==> src/gds_pkg.sv <==
// ----------------------------------------------------------------------------
// gds_pkg: shared types, constants and calendar functions
//
// Field widths, item modes and the Gregorian helpers for the date stepper.
// ----------------------------------------------------------------------------
package gds_pkg;

  // Field widths of the item and result payloads.
  localparam int MODE_W  = 2;
  localparam int YEAR_W  = 14;
  localparam int MONTH_W = 4;
  localparam int DAY_W   = 5;

  // Calendar limits.
  localparam logic [YEAR_W-1:0]  YEAR_MAX   = YEAR_W'(9999);
  localparam logic [YEAR_W-1:0]  YEAR_INIT  = YEAR_W'(1970);
  localparam logic [MONTH_W-1:0] MONTH_FIRST = MONTH_W'(1);
  localparam logic [MONTH_W-1:0] MONTH_LAST  = MONTH_W'(12);
  localparam logic [MONTH_W-1:0] MONTH_FEB   = MONTH_W'(2);
  localparam logic [MONTH_W-1:0] MONTH_APR   = MONTH_W'(4);
  localparam logic [MONTH_W-1:0] MONTH_JUN   = MONTH_W'(6);
  localparam logic [MONTH_W-1:0] MONTH_SEP   = MONTH_W'(9);
  localparam logic [MONTH_W-1:0] MONTH_NOV   = MONTH_W'(11);
  localparam logic [DAY_W-1:0]   DAY_FIRST   = DAY_W'(1);
  localparam logic [DAY_W-1:0]   DAYS_FEB    = DAY_W'(28);
  localparam logic [DAY_W-1:0]   DAYS_SHORT  = DAY_W'(30);
  localparam logic [DAY_W-1:0]   DAYS_LONG   = DAY_W'(31);

  // Reciprocal of 100: floor(y * 5243 / 2^19) equals floor(y / 100) for
  // every 14-bit year.
  localparam int DIV100_SHIFT = 19;
  localparam int DIV100_MUL   = 5243;
  localparam int PROD_W       = YEAR_W + 13;
  localparam int CENT_W       = PROD_W - DIV100_SHIFT;

  // What one input item asks for.
  typedef enum logic [MODE_W-1:0] {
    MODE_LOAD = 2'd0,
    MODE_NEXT = 2'd1,
    MODE_PREV = 2'd2,
    MODE_READ = 2'd3
  } mode_t;

  // Gregorian leap rule: divisible by 4, except by 100, unless by 400.
  function automatic logic leap_of(input logic [YEAR_W-1:0] y);
    logic [PROD_W-1:0] prod;
    logic [CENT_W-1:0] cent;
    logic [YEAR_W-1:0] rem;
    prod = PROD_W'(y) * PROD_W'(DIV100_MUL);
    cent = prod[PROD_W-1:DIV100_SHIFT];
    rem  = y - YEAR_W'(YEAR_W'(cent) * YEAR_W'(100));
    if (rem == '0) begin
      return (cent[1:0] == 2'b00);
    end
    return (y[1:0] == 2'b00);
  endfunction

  // Days in a month; codes outside 1..12 read as a long month.
  function automatic logic [DAY_W-1:0] month_len(input logic [MONTH_W-1:0] m,
                                                 input logic leap);
    logic [DAY_W-1:0] n;
    case (m)
      MONTH_FEB: n = leap ? DAYS_FEB + DAY_W'(1) : DAYS_FEB;
      MONTH_APR, MONTH_JUN, MONTH_SEP, MONTH_NOV: n = DAYS_SHORT;
      default: n = DAYS_LONG;
    endcase
    return n;
  endfunction

endpackage

==> src/gds_ifs.sv <==
// ----------------------------------------------------------------------------
// gds channel interfaces
//
// Valid/ready channels for command items and date result items.
// ----------------------------------------------------------------------------
interface gds_cmd_if;
  import gds_pkg::*;

  logic               valid;
  logic               ready;
  logic [MODE_W-1:0]  mode;
  logic [YEAR_W-1:0]  load_year;
  logic [MONTH_W-1:0] load_month;
  logic [DAY_W-1:0]   load_day;

  modport source (output valid, mode, load_year, load_month, load_day, input ready);
  modport sink   (input valid, mode, load_year, load_month, load_day, output ready);
endinterface

interface gds_date_if;
  import gds_pkg::*;

  logic               valid;
  logic               ready;
  logic [YEAR_W-1:0]  year;
  logic [MONTH_W-1:0] month;
  logic [DAY_W-1:0]   day;
  logic [DAY_W-1:0]   month_length;
  logic               leap_year;

  modport source (output valid, year, month, day, month_length, leap_year, input ready);
  modport sink   (input valid, year, month, day, month_length, leap_year, output ready);
endinterface

==> src/gregorian_date_stepper.sv <==
// ----------------------------------------------------------------------------
// gregorian_date_stepper: calendar date register with day stepping
//
// Holds a Gregorian date; each item loads it, steps it a day either way or
// just reads it, and yields the date with its month length and leap flag.
//
//   channel | dir | payload
//   --------+-----+-------------------------------------------------------
//   cmd     | in  | mode, load_year, load_month, load_day
//   date    | out | year, month, day, month_length, leap_year
//
// One item per cycle unless a result is stalled; its result shows in the cycle after acceptance.
// The date registers double as the result register, so a result stalled
// on the output holds while cmd.ready stays low until it is taken.
// Reset gives 1970-01-01 and an empty output.
// ----------------------------------------------------------------------------
module gregorian_date_stepper (
  input  logic              clk,
  input  logic              rst,
  gds_cmd_if.sink           cmd,
  gds_date_if.source        date
);
  import gds_pkg::*;

  // Date state, also the registered result.
  logic [YEAR_W-1:0]  year,  year_next;
  logic [MONTH_W-1:0] month, month_next;
  logic [DAY_W-1:0]   day,   day_next;
  logic [DAY_W-1:0]   mlen,  mlen_next;
  logic               leap,  leap_next;
  logic               out_valid;

  logic               accept;
  mode_t              mode;
  logic [YEAR_W-1:0]  ld_year;
  logic [MONTH_W-1:0] ld_month;
  logic [DAY_W-1:0]   ld_day;
  logic [DAY_W-1:0]   ld_len;

  // Accept whenever the result slot is free or being emptied.
  assign cmd.ready = !out_valid || date.ready;
  assign accept    = cmd.valid && cmd.ready;
  assign mode      = mode_t'(cmd.mode);

  // Load operands clamped to a valid month; day is clamped below.
  always_comb begin
    ld_year  = (cmd.load_year > YEAR_MAX) ? YEAR_MAX : cmd.load_year;
    ld_month = cmd.load_month;
    if (cmd.load_month < MONTH_FIRST) begin
      ld_month = MONTH_FIRST;
    end else if (cmd.load_month > MONTH_LAST) begin
      ld_month = MONTH_LAST;
    end
  end

  // Next year and month first, then the leap flag of the new year, then day.
  always_comb begin
    year_next  = year;
    month_next = month;
    day_next   = day;
    case (mode)
      MODE_LOAD: begin
        year_next  = ld_year;
        month_next = ld_month;
      end
      MODE_NEXT: begin
        if (day < mlen) begin
          day_next = day + DAY_W'(1);
        end else begin
          day_next = DAY_FIRST;
          if (month < MONTH_LAST) begin
            month_next = month + MONTH_W'(1);
          end else begin
            month_next = MONTH_FIRST;
            year_next  = (year >= YEAR_MAX) ? '0 : year + YEAR_W'(1);
          end
        end
      end
      MODE_PREV: begin
        if (day > DAY_FIRST) begin
          day_next = day - DAY_W'(1);
        end else if (month > MONTH_FIRST) begin
          month_next = month - MONTH_W'(1);
        end else begin
          month_next = MONTH_LAST;
          year_next  = (year == '0) ? YEAR_MAX : year - YEAR_W'(1);
        end
      end
      default: begin
      end
    endcase

    leap_next = leap_of(year_next);
    mlen_next = month_len(month_next, leap_next);
    ld_len    = mlen_next;

    // Day fixes that need the new month length.
    if (mode == MODE_LOAD) begin
      if (cmd.load_day < DAY_FIRST) begin
        day_next = DAY_FIRST;
      end else if (cmd.load_day > ld_len) begin
        day_next = ld_len;
      end else begin
        day_next = cmd.load_day;
      end
    end else if (mode == MODE_PREV && day == DAY_FIRST) begin
      day_next = mlen_next;
    end
  end

  // Date registers update on every accepted item.
  always_ff @(posedge clk) begin
    if (rst) begin
      year  <= YEAR_INIT;
      month <= MONTH_FIRST;
      day   <= DAY_FIRST;
      mlen  <= DAYS_LONG;
      leap  <= 1'b0;
    end else if (accept) begin
      year  <= year_next;
      month <= month_next;
      day   <= day_next;
      mlen  <= mlen_next;
      leap  <= leap_next;
    end
  end

  // Result valid flag.
  always_ff @(posedge clk) begin
    if (rst) begin
      out_valid <= 1'b0;
    end else if (accept) begin
      out_valid <= 1'b1;
    end else if (date.ready) begin
      out_valid <= 1'b0;
    end
  end

  assign date.valid        = out_valid;
  assign date.year         = year;
  assign date.month        = month;
  assign date.day          = day;
  assign date.month_length = mlen;
  assign date.leap_year    = leap;

endmodule

==> src/flat_wrapper.sv <==
// flat-port wrapper written by rule: the top's interface ports become plain ports
module gregorian_date_stepper_flat import gds_pkg::*;
  (clk, rst, cmd_valid, cmd_mode, cmd_load_year, cmd_load_month, cmd_load_day, cmd_ready, date_valid, date_year, date_month, date_day, date_month_length, date_leap_year, date_ready);
  gds_cmd_if cmd_i ();
  gds_date_if date_i ();
  input  logic clk;
  input  logic rst;
  input wire logic [$bits(cmd_i.valid)-1:0] cmd_valid;
  input wire logic [$bits(cmd_i.mode)-1:0] cmd_mode;
  input wire logic [$bits(cmd_i.load_year)-1:0] cmd_load_year;
  input wire logic [$bits(cmd_i.load_month)-1:0] cmd_load_month;
  input wire logic [$bits(cmd_i.load_day)-1:0] cmd_load_day;
  output wire logic [$bits(cmd_i.ready)-1:0] cmd_ready;
  output wire logic [$bits(date_i.valid)-1:0] date_valid;
  output wire logic [$bits(date_i.year)-1:0] date_year;
  output wire logic [$bits(date_i.month)-1:0] date_month;
  output wire logic [$bits(date_i.day)-1:0] date_day;
  output wire logic [$bits(date_i.month_length)-1:0] date_month_length;
  output wire logic [$bits(date_i.leap_year)-1:0] date_leap_year;
  input wire logic [$bits(date_i.ready)-1:0] date_ready;
  assign cmd_i.valid = cmd_valid;
  assign cmd_i.mode = cmd_mode;
  assign cmd_i.load_year = cmd_load_year;
  assign cmd_i.load_month = cmd_load_month;
  assign cmd_i.load_day = cmd_load_day;
  assign cmd_ready = cmd_i.ready;
  assign date_valid = date_i.valid;
  assign date_year = date_i.year;
  assign date_month = date_i.month;
  assign date_day = date_i.day;
  assign date_month_length = date_i.month_length;
  assign date_leap_year = date_i.leap_year;
  assign date_i.ready = date_ready;
  gregorian_date_stepper u_core (.clk(clk), .rst(rst), .cmd(cmd_i), .date(date_i));
endmodule
==> config.mk <==
export PLATFORM = sky130hd
export DESIGN_NAME = gregorian_date_stepper_flat
export DESIGN_NICKNAME = d
export VERILOG_FILES = /design/src/gds_pkg.sv /design/src/gds_ifs.sv /design/src/gregorian_date_stepper.sv /design/src/flat_wrapper.sv
export SDC_FILE = /design/constraint.sdc
export NUM_CORES = 1
export LEC_CHECK = 0
export BUFFER_PORTS_ARGS = -buffer_cell sky130_fd_sc_hd__buf_2
export CORE_ASPECT_RATIO = 0.6
export CORE_MARGIN = 1.5
export CORE_UTILIZATION = 30
export CTS_BUF_LIST = sky130_fd_sc_hd__clkbuf_16
export CTS_CLUSTER_SIZE = 12
export DETAILED_ROUTE_END_ITERATION = 8
export PLACE_DENSITY = 0.58
export SKIP_LAST_GASP = 1
export SLEW_MARGIN = 15
export SYNTH_ARGS = -nofsm -noshare
export SYNTH_HDL_FRONTEND = slang
export SYNTH_SLANG_ARGS = --single-unit
==> constraint.sdc <==
create_clock -name clk -period 14.34 [get_ports clk]
set_input_delay 1.434 -clock clk [delete_from_list [all_inputs] [get_ports clk]]
set_output_delay 1.434 -clock clk [all_outputs]
set_load 0.02 [all_outputs]
### Yosys cells after proc, flatten, opt, wreduce, memory -nomap -nowiden

Index checks and enable logic that the tools add are counted.

* word-level logic and storage cells: 76
* register bits: 30
* input bits: 29
* output and inout bits: 31

* $lt $le $gt $ge: 10
* eq/ne operators: 9
* multiplexer cells: 29
* reduce and logical (&&, ||, !) cells: 13
* add/sub/neg operators: 7
* multipliers: 2

Operator list (count)
* $mux W14: 7
* $pmux W14 S3: 1
* $mux W5: 6
* $logic_not A14 Y1: 2
* $mul A14 B13 Y27 const B: 1
* $mux W4: 6
* $pmux W5 S2: 2
* $add A14 B1 Y14 const B: 1
* $ge A14 B14 Y1 const B: 1
* $gt A14 B14 Y1 const B: 1
* $sub A14 B1 Y14 const B: 1
* $sub A14 B14 Y14: 1
* $mul A8 B5 Y12 const B: 1
* $pmux W4 S3: 1
* $eq A4 B3 Y1 const B: 2
* $eq A4 B4 Y1 const B: 2
* $logic_not A2 Y1: 3
* $mux W1: 6
* $add A5 B1 Y5 const B: 1
* $eq A5 B1 Y1 const B: 1
* $gt A5 B1 Y1 const B: 1
* $gt A5 B5 Y1: 1
* $lt A5 B1 Y1 const B: 1
* $lt A5 B5 Y1: 1
* other kinds (18): 19

### Depth between registers and ports, before layout

Gate-level depths: netlist (run 1).

* depth after elaboration: 17
* depth in mapped cells: 59
* gate-level depth less buffers: 58

### Worst setup path after synthesis (run 1)

No wires, ideal clock.

* path kind: input port to flip-flop
* start: in cmd_mode[1]
* end: reg u_core.day[0] (netlist: u_core.date.day[0])
* stages: 53
* arrival: 12201 ps
* data required time: 14216 ps
* slack: 2015 ps
* setup time: 124 ps
* path buffers: 1
* cell sequence: buf_2 > nor2_1 > nand2_1 > nand2_1 > a221oi_1 > a21oi_1 > o21ai_0 > inv_1 > ha_1 > ha_1 > inv_1 > fa_1 > inv_1 > fa_1 > inv_1 > fa_1 > inv_1 > ha_1 > [... 17 more ...] > nor2_1 > xor2_1 > ha_1 > nor3b_1 > nor4_1 > o21ai_0 > a221oi_2 > nand4b_1 > or4_1 > a31o_1 > ha_1 > nor2b_1 > o2111ai_1 > a21oi_1 > nor2_1 > o221ai_1 > a21oi_1 > a2111o_1

* cells in the longest elaborated chain, start to end: 14

Ends and longest elaborated chain
* from (decl): line flat_wrapper.sv:9 `input wire logic [$bits(cmd_i.mode)-1:0] cmd_mode;`
* $eq A2 B2 Y1 (tied with other cells): line gregorian_date_stepper.sv:61 `case (mode)`
* $pmux W14 S3 (*): line gregorian_date_stepper.sv:61
* net u_core.year_next[5]: line gregorian_date_stepper.sv:26 `logic [YEAR_W-1:0] year, year_next;`
* $mul A14 B13 Y27: line gds_pkg.sv:49 `prod = PROD_W'(y) * PROD_W'(DIV100_MUL);`
* $mul A8 B5 Y12: line gds_pkg.sv:51 `rem = y - YEAR_W'(YEAR_W'(cent) * YEAR_W'(100));`
* $sub A14 B14 Y14: line gds_pkg.sv:51
* $logic_not A14 Y1: line gds_pkg.sv:52 `if (rem == '0) begin`
* $mux W1: line gds_pkg.sv:52
* $mux W1 (*): line gds_pkg.sv:55 `return (y[1:0] == 2'b00);`
* $mux W1 (*): line gds_pkg.sv:63 `MONTH_FEB: n = leap ? DAYS_FEB + DAY_W'(1) : DAYS_FEB;`
* $pmux W5 S2 (*): line gds_pkg.sv:62 `case (m)`
* net u_core.ld_len[0]: line gregorian_date_stepper.sv:38 `logic [DAY_W-1:0] ld_len;`
* $gt A5 B5 Y1: line gregorian_date_stepper.sv:101 `end else if (cmd.load_day > ld_len) begin`
* $mux W5: line gregorian_date_stepper.sv:101
* $mux W5: line gregorian_date_stepper.sv:99 `if (cmd.load_day < DAY_FIRST) begin`
* $mux W5 (*): line gregorian_date_stepper.sv:98 `if (mode == MODE_LOAD) begin`
* to (signal assigned): line gregorian_date_stepper.sv:122 `day <= day_next;`
* to (decl): line gregorian_date_stepper.sv:28 `logic [DAY_W-1:0] day, day_next;`

The timed path passes the listed nets; every way through them passes the cells marked *. The select of a mux whose other input is x is not followed.
A chain may end at the register's enable or synchronous reset.

### Worst setup path in the final report (run 1)

* start: in cmd_mode[0]
* end: reg u_core.day[0] (netlist: u_core.date.day[0])

Same word-level chain as after synthesis.

==> tab_implementation.tex, run 1 <==
\begin{tabular}{lr}
\hline
Metric & Value \\
\hline
\multicolumn{2}{l}{\textbf{Detailed routing}} \\
\quad Count of antenna-violating nets left after detailed routing & 0 \\
\quad Detailed-router iteration count before antenna repair & 5 \\
\quad Final Routed Wirelength & $\sim$24,000 um \\
\quad Iter 0 DRT Violations & 683 \\
\quad Vias per cell & $\sim$5.4 \\
\quad Remaining DRCs & 0 \\
\quad Routed vias & about 7,000 \\
\quad Routed WL per cell & between 15 and 20 um \\
\multicolumn{2}{l}{\textbf{STA}} \\
\quad Aggregate negative setup slack & 0 ns \\
\quad Final setup vio count & 0 \\
\quad Clock skew after layout & about 0.0097 ns \\
\quad Count of final max-slew check failures & 0 \\
\quad Worst relative slew slack & 35.73\% \\
\quad Setup repair after global routing missed its margin & false \\
\quad Final clock period utilization by the worst path & between 90\% and 100\% \\
\quad Min cycle time layout & 13.63 ns \\
\quad Number of endpoints with negative hold slack in the final report & 0 \\
\quad Actual slew at the worst max-slew pin & 0.9640 ns \\
\quad F\_max & around 73 MHz \\
\multicolumn{2}{l}{\textbf{Critical path}} \\
\quad Critical Path Source & cmd\_mode[0] \\
\quad Max FO, Critical Path & 11 \\
\quad Kind of critical path & in2reg \\
\quad Required time of the worst setup path & about 15 ns \\
\quad Most frequent cell on the critical path & sky130\_fd\_sc\_hd\_\_a21oi\_1 \\
\quad CP max stage cell & sky130\_fd\_sc\_hd\_\_fa\_1 \\
\quad CP Capture Type & register \\
\quad Critical path launch point type & primary input \\
\quad Reg-to-Reg Start & u\_core.date.day[1]\$\_SDFFE\_PP0P\_ \\
\quad Buf+Inv Stages, Crit Path & 7 \\
\quad Max incr delay on CP & about 0.55 ns \\
\quad Data arrival time of the worst path & $\sim$14 ns \\
\quad Kind of cell with the highest combined delay on the critical path & adder cells \\
\multicolumn{2}{l}{\textbf{Synthesis}} \\
\quad Library cell occupying the most area in the post-synthesis netlist & sky130\_fd\_sc\_hd\_\_ha\_1 \\
\quad Distinct cells, synth & 88 \\
\quad Register bit count reported by yosys & 27 \\
\quad Simple-gate portion of the synthesized area & between 10\% and 20\% \\
\quad Share of async-settable or async-resettable flops after synthesis & 0\% \\
\quad Number of enable-type register cells in the synthesized netlist & 0 \\
\quad Leading cell types by total area after synthesis & sky130\_fd\_sc\_hd\_\_ha\_1 24\%, sky130\_fd\_sc\_hd\_\_fa\_1 17\%, sky130\_fd\_sc\_hd\_\_inv\_1 7.7\%, sky130\_fd\_sc\_hd\_\_dfxtp\_1 7.3\%, sky130\_fd\_sc\_hd\_\_nor2\_1 3.8\% \\
\quad Cell area after technology mapping & 7452 um2 \\
\quad Sequential area share after synthesis & 7.253\% \\
\quad Synthesized-area fraction occupied by xor and xnor cells & between 3 and 4\% \\
\quad Adder-Cell Fraction of Synth Area & about 40\% \\
\quad Dominant synthesized flop cell & sky130\_fd\_sc\_hd\_\_dfxtp\_1 \\
\quad Multiplexer area fraction after synthesis & approximately 1.1\% \\
\quad Synthesis Warnings & 0 \\
\quad Complex-gate fraction of the synthesized area & 20.10\% \\
\quad Post-synthesis instance total & a little over 900 \\
\quad Average footprint of a synthesized cell & between 8 and 9 um2 \\
\quad Yosys top cell area share & 24.01\% \\
\quad Largest family of logic cells by synthesized area & adder cells \\
\multicolumn{2}{l}{\textbf{Hold path}} \\
\quad Worst hold-check path type & reg2reg \\
\quad Hold path startpoint & u\_core.date.leap\_year\$\_SDFFE\_PP0P\_ \\
\multicolumn{2}{l}{\textbf{Layout}} \\
\quad Finished layout cell area & 8178 um2 \\
\quad Final net count & 1,201 \\
\quad Antenna diode count & 0 \\
\quad Fill cell count & 2,579 \\
\quad Most frequent cells in the layout & 153 x sky130\_fd\_sc\_hd\_\_inv\_1, 143 x sky130\_fd\_sc\_hd\_\_ha\_1, 75 x sky130\_fd\_sc\_hd\_\_nor2\_1 \\
\quad Finished Layout Cells & 1,288 \\
\quad Layout overhead on the synthesized area & 9.738\% \\
\quad Fraction of layout cells with a size suffix above 1 & a little over a tenth \\
\quad Most frequent standard cell in the layout excluding fill and tap cells & sky130\_fd\_sc\_hd\_\_inv\_1 \\
\multicolumn{2}{l}{\textbf{Outcome}} \\
\quad Status & completed \\
\multicolumn{2}{l}{\textbf{Clock network}} \\
\quad \# resized after CTS & 0 \\
\quad CTS H-tree lvls & 1 \\
\quad Number of buffers added by the clock tree synthesis step & 3 \\
\quad Clock Tree Buf Depth & 2 \\
\quad Root cell of the clock tree & sky130\_fd\_sc\_hd\_\_clkbuf\_16 \\
\quad Cts-stage hold buffer count & 0 \\
\quad Worst-skew pair later-pin latency & 0.28 ns \\
\quad Sinks on the clock net & 27 \\
\quad Clk slew on worst S/H paths & approximately 0.07 ns \\
\quad CTS tree & done \\
\quad Setup Buffers After CTS & 0 \\
\multicolumn{2}{l}{\textbf{Global route}} \\
\quad Total routing usage reported by global routing & a little under a fifth \\
\quad Number of global-route vias before repair & 6,429 \\
\quad Initial antenna violation count & 0 \\
\quad Maximum number of pins on one net before global-route repair & 28 \\
\quad Global-route wire length before repair & roughly 37,000 um \\
\quad Overflow left after global routing & 0 \\
\multicolumn{2}{l}{\textbf{Floorplanning}} \\
\quad Area inside the core boundary & 24,280 um2 \\
\quad Total die area & approximately 26,000 um2 \\
\quad Die height & around 130 um \\
\quad Std-Cell Rows & 44 \\
\quad Num ports & 60 \\
\quad Die extent in x & between 200 and 250 um \\
\quad Initial core utilization & a little under a third \\
\multicolumn{2}{l}{\textbf{Place}} \\
\quad Routability-driven placement congestion ratio & around 0.96 \\
\quad Placed instance count & 1,284 \\
\quad Port-buffer cells & 56 \\
\quad Total cell area at the placement stage & between 8000 and 9000 um2 \\
\quad HPWL after detailed placement & a little over 20,000 um \\
\multicolumn{2}{l}{\textbf{Flow run}} \\
\quad Number of max-cap violations & 0 \\
\hline
\end{tabular}
-- per-layer routing --
metal / share of wire [%] / wire length [um] / up-vias / GRT usage, %
met4: 0.52 / 124 / 0 / 1.918
met1: 54 / 12880 / 3319 / 32.77
met3: 12 / 2741 / 8 / 4.771
met5: 0 / 0 / - / 0
met2: 34 / 8076 / 318 / 21.66
li1: - / - / 3295 / -
-- cell families (layout without fill, tap and decap cells) --
kind of cell	count (synthesis)	after routing
simple gates	244	244
compound gates	217	217
fa+ha+maj	206	206
buf+inv	191	230
xor+xnor	31	31
flops	27	27
mux	8	8
other cells	1	3
-- metrics by stage --
stage | hold WS [ns] | setup slack, ns | utilization [%]
6_report | 0.4843 | 0.7074 | 33.68
5_1_grt | 0.5207 | 0.04268 | 33.68
4_1_cts | 0.4986 | 0.5419 | 33.63
3_5_place_dp | 0.4843 | 0.3029 | 33.30
3_3_place_gp | 0.4744 | 0.5248 | 33.30
2_1_floorplan | 0.5302 | 2.015 | -
-- area by class of cell --
type / instances / area [um2] / share of cell area (%)
clock buffers: 3 / 75.07 / 0.9180
multi-input cells: 709 / 6175 / 75.50
repair buffers: 72 / 400.4 / 4.896
well taps: 322 / 402.9 / 4.927
inverters: 154 / 580.6 / 7.099
clock inverters: 1 / 3.754 / 0.04590
flip-flops and latches: 27 / 540.5 / 6.610
-- registers in the layout, summed over array words and instances, names as in the netlist --
name and cells:
u_core.date.year 14, u_core.date.day 5, u_core.date.month 4, u_core.date.month_length 2, u_core.date.leap_year 1, u_core.date.valid 1
-- Yosys cell counts, types with 7 or more instances --
library cell / n
sky130_fd_sc_hd__nand2_1: 52
sky130_fd_sc_hd__o21ai_0: 41
sky130_fd_sc_hd__ha_1: 143
sky130_fd_sc_hd__and2_1: 8
sky130_fd_sc_hd__nor2_1: 75
sky130_fd_sc_hd__nor4_1: 9
sky130_fd_sc_hd__nor3_1: 18
sky130_fd_sc_hd__a211o_1: 9
sky130_fd_sc_hd__xor2_1: 11
sky130_fd_sc_hd__a21o_1: 7
sky130_fd_sc_hd__xnor2_1: 20
sky130_fd_sc_hd__nand2b_1: 11
sky130_fd_sc_hd__dfxtp_1: 27
sky130_fd_sc_hd__o22ai_1: 7
sky130_fd_sc_hd__clkbuf_1: 21
sky130_fd_sc_hd__nand3_1: 18
sky130_fd_sc_hd__nand4_1: 7
sky130_fd_sc_hd__fa_1: 62
sky130_fd_sc_hd__o21a_1: 10
sky130_fd_sc_hd__a21oi_1: 55
sky130_fd_sc_hd__inv_1: 153
sky130_fd_sc_hd__a211oi_1: 13
-- path summary, 6_finish.rpt --
kind                                             end  slack, ns  cells past startpoint
setup / recovery     u_core.date.day[0]$_SDFFE_PP1P_       0.71                     53
hold reg to reg   u_core.date.leap_year$_SDFFE_PP0P_       0.48                      2
setup reg to reg     u_core.date.day[0]$_SDFFE_PP1P_       0.78                     55
hold / removal    u_core.date.leap_year$_SDFFE_PP0P_       0.48                      2
-- worst reg2reg max path, delay by kind of cell, from the launching register on --
family | cells | cell delay (ns)
AO/OA/AOI/OAI | 20 | 4.73
adder cells (fa/ha/maj) | 13 | 4.69
AND/OR/NAND/NOR | 13 | 2.63
buffers and inverters | 8 | 0.80
flip-flops | 1 | 0.40
XOR/XNOR | 1 | 0.18
Power of run 1 is left out: the tool's default activity adds up to more than one toggle a clock period on the data nets, which glitch-free logic cannot reach.
==> run 2: changes to the inputs <==
MAX_ROUTING_LAYER = met4   (was not set)
==> run 2 against run 1 <==
Design area up 0.15%. Non-clock buffer count unchanged. Core utilization up 0.051 points. Count of clock-buffer cells in the layout unchanged. Routed wire length down 0.94%. Fmax up 0.91%. Critical path depth unchanged. First-iteration DRC count up 3.4%. Global-route usage up 0.51 points. Die area unchanged. Critical path type unchanged. Critical endpoint unchanged. Highest routed layer unchanged.
==> tab_implementation.tex, run 2 (synthesized netlist as in run 1, its figures left out) <==
\begin{tabular}{lr}
\hline
Metric & Value \\
\hline
\multicolumn{2}{l}{\textbf{Detailed routing}} \\
\quad Routed vias & 6,787 (was 6,940) \\
\quad Count of antenna-violating nets left after detailed routing & 0 (unchanged) \\
\quad Detailed-router iteration count before antenna repair & 7 (was 5) \\
\quad Remaining DRCs & 0 (unchanged) \\
\quad Iter 0 DRT Violations & 706 (was 683) \\
\quad Final Routed Wirelength & 23,600 um (was 23,820 um) \\
\quad Vias per cell & 5.269 (was 5.388) \\
\quad Routed WL per cell & 18.32 um (was 18.49 um) \\
\multicolumn{2}{l}{\textbf{Floorplanning}} \\
\quad Die height & 125.1 um (unchanged) \\
\quad Area inside the core boundary & 24,280 um2 (unchanged) \\
\quad Num ports & 60 (unchanged) \\
\quad Initial core utilization & 30.69\% (unchanged) \\
\quad Total die area & 25,830 um2 (unchanged) \\
\quad Std-Cell Rows & 44 (unchanged) \\
\quad Die extent in x & 206.5 um (unchanged) \\
\multicolumn{2}{l}{\textbf{STA}} \\
\quad Actual slew at the worst max-slew pin & 0.9678 ns (was 0.9640 ns) \\
\quad Minimum setup slack in the final design & 0.8309 ns (was 0.7074 ns) \\
\quad F\_max & 74.02 MHz (was 73.35 MHz) \\
\quad Final clock period utilization by the worst path & 94.21\% (was 95.07\%) \\
\quad Setup repair after global routing missed its margin & false (unchanged) \\
\quad Aggregate negative setup slack & 0 ns (unchanged) \\
\quad Count of final max-slew check failures & 0 (unchanged) \\
\quad Number of endpoints with negative hold slack in the final report & 0 (unchanged) \\
\quad Min cycle time layout & 13.51 ns (was 13.63 ns) \\
\quad Clock skew after layout & 0.01174 ns (was 0.009671 ns) \\
\quad Worst relative slew slack & 35.48\% (was 35.73\%) \\
\quad Final setup vio count & 0 (unchanged) \\
\multicolumn{2}{l}{\textbf{Layout}} \\
\quad Leading registers by flop count & u\_core.date.year: 14 flops, u\_core.date.day: 5 flops, u\_core.date.month: 4 flops (unchanged) \\
\quad Register bank with the most flops & u\_core.date.year (unchanged) \\
\quad Most frequent cells in the layout & 153 x sky130\_fd\_sc\_hd\_\_inv\_1, 143 x sky130\_fd\_sc\_hd\_\_ha\_1, 75 x sky130\_fd\_sc\_hd\_\_nor2\_1 (unchanged) \\
\quad Antenna diode count & 0 (unchanged) \\
\quad Most frequent standard cell in the layout excluding fill and tap cells & sky130\_fd\_sc\_hd\_\_inv\_1 (unchanged) \\
\quad Layout overhead on the synthesized area & 9.906\% (was 9.738\%) \\
\quad Fill cell count & 2,552 (was 2,579) \\
\quad Largest register FFs & 14 (unchanged) \\
\quad Final net count & 1,201 (unchanged) \\
\quad Fraction of layout cells with a size suffix above 1 & 11.28\% (was 10.97\%) \\
\multicolumn{2}{l}{\textbf{Critical path}} \\
\quad Max FO, Critical Path & 11 (unchanged) \\
\quad Required time of the worst setup path & 14.50 ns (about the same) \\
\quad Max incr delay on CP & 0.55 ns (about the same) \\
\quad Critical path launch point type & primary input (unchanged) \\
\quad Data arrival time of the worst path & 13.67 ns (was 13.79 ns) \\
\quad CP max stage cell & sky130\_fd\_sc\_hd\_\_fa\_1 (unchanged) \\
\quad Kind of critical path & in2reg (unchanged) \\
\quad CP Capture Type & register (unchanged) \\
\multicolumn{2}{l}{\textbf{Global route}} \\
\quad Initial antenna violation count & 0 (unchanged) \\
\quad Total routing usage reported by global routing & 19.21\% (was 18.70\%) \\
\quad Number of global-route vias before repair & 6,260 (was 6,429) \\
\quad Global-route wire length before repair & 37,140 um (was 37,400 um) \\
\quad Overflow left after global routing & 0 (unchanged) \\
\quad Maximum number of pins on one net before global-route repair & 28 (unchanged) \\
\multicolumn{2}{l}{\textbf{Outcome}} \\
\quad Status & completed (unchanged) \\
\multicolumn{2}{l}{\textbf{Place}} \\
\quad Port-buffer cells & 56 (unchanged) \\
\quad Routability-driven placement congestion ratio & 0.9547 (was 0.9581) \\
\quad HPWL after detailed placement & 20,130 um (was 20,160 um) \\
\quad Worst setup slack after placement & 0.3886 ns (was 0.3029 ns) \\
\multicolumn{2}{l}{\textbf{Clock network}} \\
\quad CTS tree & done (unchanged) \\
\quad Number of buffers added by the clock tree synthesis step & 3 (unchanged) \\
\quad Setup Buffers After CTS & 0 (unchanged) \\
\quad Clock Tree Buf Depth & 2 (unchanged) \\
\quad Worst-skew pair later-pin latency & 0.28 ns (about the same) \\
\quad Root cell of the clock tree & sky130\_fd\_sc\_hd\_\_clkbuf\_16 (unchanged) \\
\quad Sinks on the clock net & 27 (unchanged) \\
\quad CTS H-tree lvls & 1 (unchanged) \\
\quad Clk slew on worst S/H paths & 0.07 ns (about the same) \\
\quad Cts-stage hold buffer count & 0 (unchanged) \\
\multicolumn{2}{l}{\textbf{Hold path}} \\
\quad Worst hold-check path type & reg2reg (unchanged) \\
\multicolumn{2}{l}{\textbf{Flow run}} \\
\quad Number of max-cap violations & 0 (unchanged) \\
\hline
\end{tabular}
[run 2: cell type report]
class                   instances  area [um2]  area share, %
clock inverters                 1       3.754        0.04583
flip-flops and latches         27       540.5          6.599
inverters                     154       580.6          7.088
multi-input cells             709        6187          75.54
clock buffers                   3       75.07         0.9166
repair buffers                 72       400.4          4.888
well taps                     322       402.9          4.919
[run 2: metrics by stage]
stage / cells / hold slack [ns] / instance area (um2) / util, %
floorplan: 927 / 0.5302 / 7460 / -
global placement: 1284 / 0.4757 / 8085 / 33.30
detailed placement: 1284 / 0.4714 / 8085 / 33.30
CTS: 1288 / 0.4886 / 8164 / 33.63
global route: 1288 / 0.5131 / 8190 / 33.74
finish: 1288 / 0.4727 / 8190 / 33.74
[run 2: worst paths after layout]
check / startpoint / slack [ns] / end / depth (start not counted)
min reg2reg: u_core.date.leap_year$_SDFFE_PP0P_ / 0.47 / u_core.date.leap_year$_SDFFE_PP0P_ / 2
min: u_core.date.leap_year$_SDFFE_PP0P_ / 0.47 / u_core.date.leap_year$_SDFFE_PP0P_ / 2
max: cmd_mode[0] / 0.83 / u_core.date.day[0]$_SDFFE_PP1P_ / 53
max reg2reg: u_core.date.day[1]$_SDFFE_PP0P_ / 0.99 / u_core.date.day[0]$_SDFFE_PP1P_ / 53
[run 2: worst max-delay path: cells and delay by family]
family / cells / cell delay [ns]
compound gates: 18 / 3.38
xor+xnor: 1 / 0.16
fa+ha+maj: 12 / 4.52
buf+inv: 7 / 0.80
simple gates: 15 / 3.31
[run 2: layer usage]
metal  routed length [um]  up-vias  GRT usage (%)
met5                    0        -              -
met1                12870     3176          32.03
met4                  121        0          1.705
li1                     -     3304              -
met2                 7805      299          21.33
met3                 2800        8          6.257
[run 2: what timing repair did]
action                                  in CTS  in global routing
resized for setup                            0                  8
endpoints found under the setup margin       0                  2
hold endpoints to repair                     0                  0
Power of run 2 is left out for the same reason.
